### src/design/sbsh_pkg.sv
// Package for the segment/box slab hit unit: shared widths, constants and
// the structs that pass between the top level and the fold stages.
`default_nettype none
package sbsh_pkg;

  localparam int COORD_BITS_DEF = 32;
  localparam int AXES           = 3;
  localparam int THR_W          = 16;
  localparam logic [THR_W-1:0] THR_RESET = 16'd1;

  // Slab parameters carry 16 fraction bits and 2 integer bits of quotient.
  localparam int T_FRAC  = 16;
  localparam int QB      = T_FRAC + 2;
  localparam int T_W     = T_FRAC + 3;
  localparam int DIV_LAT = QB + 2;

  localparam logic signed [T_W-1:0] T_ONE  = T_W'(1) <<< T_FRAC;
  localparam logic signed [T_W-1:0] T_LOW  = -(T_W'(1) <<< T_FRAC);
  localparam logic signed [T_W-1:0] T_HIGH = T_W'(2) <<< T_FRAC;
  localparam logic [15:0] ENTRY_MAX = 16'hFFFF;

  typedef struct packed {
    logic par;
    logic pmiss;
    logic swap;
  } side_t;

  typedef struct packed {
    logic                    par;
    logic                    pmiss;
    logic                    swap;
    logic signed [T_W-1:0]   t1;
    logic signed [T_W-1:0]   t2;
  } slab_t;

  typedef struct packed {
    logic                    miss;
    logic signed [T_W-1:0]   tmin;
    logic signed [T_W-1:0]   tmax;
    logic [1:0]              axis;
    logic                    pos;
  } fold_t;

endpackage
`default_nettype wire

### src/design/sbsh_fold.sv
// One fold stage: merges the slab of one axis into the running interval.
// Depends on sbsh_pkg.
`default_nettype none
module sbsh_fold #(
  parameter int AXIS = 0
) (
  input  wire logic                                  clk_i,
  input  wire logic                                  rst_ni,
  input  wire logic                                  en_i,
  input  wire logic                                  valid_i,
  input  wire sbsh_pkg::fold_t                       st_i,
  input  wire sbsh_pkg::slab_t [sbsh_pkg::AXES-1:0]  sl_i,
  output logic                                       valid_o,
  output sbsh_pkg::fold_t                            st_o,
  output sbsh_pkg::slab_t [sbsh_pkg::AXES-1:0]       sl_o
);

  sbsh_pkg::slab_t s;
  sbsh_pkg::fold_t st_d;
  logic signed [sbsh_pkg::T_W-1:0] t1, t2;

  always_comb begin
    s    = sl_i[AXIS];
    t1   = s.swap ? $signed(s.t2) : $signed(s.t1);
    t2   = s.swap ? $signed(s.t1) : $signed(s.t2);
    st_d = st_i;
    if (s.par) begin
      st_d.miss = st_i.miss | s.pmiss;
    end else begin
      if (t1 > $signed(st_i.tmin)) begin
        st_d.tmin = t1;
        st_d.axis = 2'(AXIS);
        st_d.pos  = s.swap;
      end
      if (t2 < $signed(st_i.tmax)) begin
        st_d.tmax = t2;
      end
      if ($signed(st_d.tmin) > $signed(st_d.tmax)) begin
        st_d.miss = 1'b1;
      end
    end
  end

  always_ff @(posedge clk_i or negedge rst_ni) begin
    if (!rst_ni) begin
      valid_o <= 1'b0;
    end else if (en_i) begin
      valid_o <= valid_i;
    end
  end

  always_ff @(posedge clk_i) begin
    if (en_i) begin
      st_o <= st_d;
      sl_o <= sl_i;
    end
  end

endmodule
`default_nettype wire

### config.mk
export PLATFORM = sky130hd
export DESIGN_NAME = sbsh_fold
export DESIGN_NICKNAME = d
export VERILOG_FILES = /design/src/design/sbsh_pkg.sv /design/src/design/sbsh_fold.sv
export SDC_FILE = /design/constraint.sdc
export NUM_CORES = 1
export LEC_CHECK = 0
export ABC_AREA = 0
export BUFFER_PORTS_ARGS = -buffer_cell sky130_fd_sc_hd__buf_2
export CAP_MARGIN = 20
export CORE_MARGIN = 2
export CORE_UTILIZATION = 40
export CTS_CLUSTER_DIAMETER = 30
export DETAILED_ROUTE_END_ITERATION = 7
export GPL_TIMING_DRIVEN = 0
export HOLD_SLACK_MARGIN = 0.03
export PLACE_DENSITY = 0.75
export SLEW_MARGIN = 20
export SYNTH_ARGS = -nofsm -noshare
export SYNTH_HDL_FRONTEND = slang
export SYNTH_SLANG_ARGS = --single-unit
### constraint.sdc
create_clock -name clk_i -period 0.89 [get_ports clk_i]
set_input_delay 0.0445 -clock clk_i [delete_from_list [all_inputs] [get_ports clk_i]]
set_output_delay 0.0445 -clock clk_i [all_outputs]
set_load 0.01 [all_outputs]
==> impl_results.md <==
* Status: complete, but fails checks
* Failing checks: setup timing
* Critical-path cell list: buf_12 > buf_12 > clkbuf_16 > buf_12 > mux2_4 > ha_4 > nand2_2 > o21a_1 > o211a_1 > a21o_1 > a21oi_4 > buf_12 > mux2_2 > ha_1 > a21o_1 > a21o_1 > a21oi_2 > o21ai_2 > a221oi_2 > o21ai_1
* Top FF cell, synth: edfxtp_1
* DP Wirelength at 17300 um
* Share of the yosys chip area belonging to registers at 63.7%
* Post-DRT Antenna Nets at 0
* Synthesized cell area at 7810 um^2
* First-pass GRT wire length at 38900 um
* Core ar. at 19300 um^2
* Synth warn at 0
* Post-synth cell types at 40
* Worst r2r path cells at 1
* Via-to-Cell Ratio at 4.94
* Setup WS pre-CTS at -3.72 ns
* Die Y at 144 um
* Die width at 144 um
* Initial antenna violation count at 3
* Via count of the first global-routing pass at 6873
* 1st-iter DRT viols at 287
* Area Growth Syn to Fin at 73.2%
* Critical Path Slowest Stage Cell: mux2_2
* I/O Buffers at 334
* Commonest cells in the netlist: edfxtp_1, mux2_2, ha_1
* R2R Setup Slk at 0.14 ns
* Fmax at 0.271 GHz
* # IOs at 335
* Max-capacitance violation count at 0
* WP data arrival at 3.87 ns
* Worst IR drop on VDD at 1.26 mV
* Clock transition at path regs at 0.07 ns
* Final setup fails at 208
* Top cells by area, synth: edfxtp_1, mux2_2, ha_1, mux2i_1, mux2_4
* Tcrit/Tclk final at 415%
* Leak pwr at 6.06 nW
* Worst setup path endpoint: st_o[41]
* Largest area contributor in the netlist: edfxtp_1
* Post-Route Skew at 0 ns
* CTS Sinks at 166
* Crit path launch type: input port
* Top-count cell post-synth: edfxtp_1
* Filler instances at 1295
* Critical Path RT at 1.06 ns
* Sw frac at 28.3%
* Syn Area/Cell at 16.4 um^2
* Setup CP Type: in2reg
* Slew @ Worst Pin at 0.573 ns
* WL/cell at 20.8 um
* Slowest stage delay, CP at 0.33 ns
* Die Area at 20700 um^2
* Crit path time final at 3.70 ns
* Critical path origin: sl_i[38]
* Internal at 16.8 mW
* Hold crit path type: in2reg
* Worst-path fanout max at 8
* Unrepaired setup endpoints after global routing: true
* Starting density of the core at 40.4%
* Hold path depth at 1
* Synth Register Bits at 166
* DRT Pass-1 Iters at 4
* Crit end category: flip-flop
* Share of the synthesized area in the top cell type at 63.4%
* Cell Rows at 51
* Largest net degree at the start of global routing at 91
* Most frequent CP cell: buf_12
* CTS H-tree depth at 4
* Gate count of the mapped netlist at 477
* Comb pwr share at 25.8%
* Total number of vias at 6559
* GRT overflow at 0
* Clk_lat worst skew at 0.43 ns
* WHS at 0.0307 ns
* Cts bufs inserted at 17
* Asr flop ratio synth at 0.602%
* Final core utilization at 70.0%
* Nets at 1273
* Clock buffer depth at 2
* Register area at 4980 um^2
* GPL Wtd Cong at 0.822
* Setup ws final at -2.81 ns
* Root Buffer Master: clkbuf_16
* DRC viols at 0
* Final hold viol count at 0
* Max-slew violations at 0
* Clk network pwr share at 33.1%
* Multi-input gate area at 3260 um^2
* Total power at 23.4 mW
* Gr usage total at 25.7%
* R2R Path End: valid_o
* Layout cells sized above 1 at 54.3%
* Slew HR at 61.5%
* PD cells at 1730 nW/um^2
* Reg power frac at 41.1%
* Syn Nets at 702
* Number of flops mapped to enable cells by yosys at 165
* TritonCTS clock tree: yes
* Sw power at 6.61 mW
* Routed wire length at 27600 um
* Reg2reg start: valid_o
## sequential cells by signal (all words and copies together) (netlist names)
register and cells:
sl_o 123, st_o 42, valid_o 1
## worst min path at each step
stage / startpoint / endpoint / slack (ns)
finish: en_i / sl_o[27] / 0.03
global route: en_i / sl_o[27] / 0.04
CTS: en_i / sl_o[28] / 0.03
detailed placement: rst_ni / valid_o / -0.18
global placement: rst_ni / valid_o / -0.18
floorplan: rst_ni / valid_o / -0.25
## routing by layer
metal / up-vias / wire length (um) / global-route usage [%] / part of all wire [%]
met4: 0 / 1320 / 12.5 / 4.8
met1: 3198 / 9840 / 27.4 / 36
met5: - / 0 / 0 / 0
met3: 64 / 2000 / 7.10 / 7.2
met2: 293 / 14400 / 46.7 / 52
li1: 3004 / - / - / -
## kinds of logic after synthesis
group / after synthesis / synth area share, %
and+or+nand+nor: 36 / 2.95
DFF: 166 / 63.7
AOI/OAI and AO/OA: 52 / 4.72
buffers and inverters: 51 / 2.71
adders and majority gates: 56 / 8.97
muxes: 116 / 16.9
## critical path: cells and delay by family
kind / cells / cell delay, ns
compound gates: 10 / 1.84
buf+inv: 5 / 0.69
mux: 2 / 0.65
fa+ha+maj: 2 / 0.59
simple gates: 1 / 0.04
## cell type report
type | instances | area share, %
clock inverter | 15 | 1.46
antenna | 2 | 0.0370
sequential | 166 | 36.8
multi-input combinational | 260 | 24.1
tap | 265 | 2.45
clock buffer | 17 | 3.14
buffer | 9 | 1.30
timing repair buffer | 553 | 29.6
inverter | 41 | 1.14
## cell usage in the layout, fill, tap and decap left out, types with 3 or more instances in the layout
| cell | instances |
|---|---|
| a21o_1 | 14 |
| a21oi_1 | 9 |
| a21oi_2 | 6 |
| buf_12 | 14 |
| buf_2 | 323 |
| buf_4 | 30 |
| buf_6 | 20 |
| buf_8 | 3 |
| clkbuf_16 | 19 |
| dlygate4sd3_1 | 168 |
| edfxtp_1 | 165 |
| ha_1 | 32 |
| ha_4 | 23 |
| inv_1 | 41 |
| inv_8 | 6 |
| mux2_2 | 35 |
| mux2_4 | 62 |
| mux2i_1 | 14 |
| mux2i_2 | 4 |
| nand2_1 | 3 |
| nand3_1 | 5 |
| nand4_1 | 8 |
| nor2_1 | 4 |
| o21a_1 | 3 |
| o21ai_1 | 3 |
## timing repair
item                                    CTS  global route
endpoints found under the hold margin   167             0
hold buffers                            168             0
setup buffers                            39            13
pin swaps                                22            26
cloned                                    3             0
endpoints found under the setup margin  209           208
resized for setup                        51            39
## power groups by stage
| stage | clock [mW] | combinational (mW) | sequential, mW |
|---|---|---|---|
| after floorplan | 0 | 2.24 | 10.1 |
| after global placement | 0 | 4.42 | 9.74 |
| after detailed placement | 0 | 4.55 | 9.72 |
| after CTS | 7.86 | 5.82 | 9.55 |
| after global routing | 8.16 | 6.47 | 9.65 |
| final | 7.74 | 6.03 | 9.60 |
## stage by stage
stage | TNS [ns] | instance area (um^2) | instances
finish | -94.78 | 13500 | 1328
global route | -103.88 | 13500 | 1326
CTS | -97.85 | 13400 | 1319
detailed placement | -151.11 | 10400 | 1077
global placement | -483.49 | 10400 | 1076
floorplan | -78.15 | 8370 | 477
(Power assumes the default switching activity.)
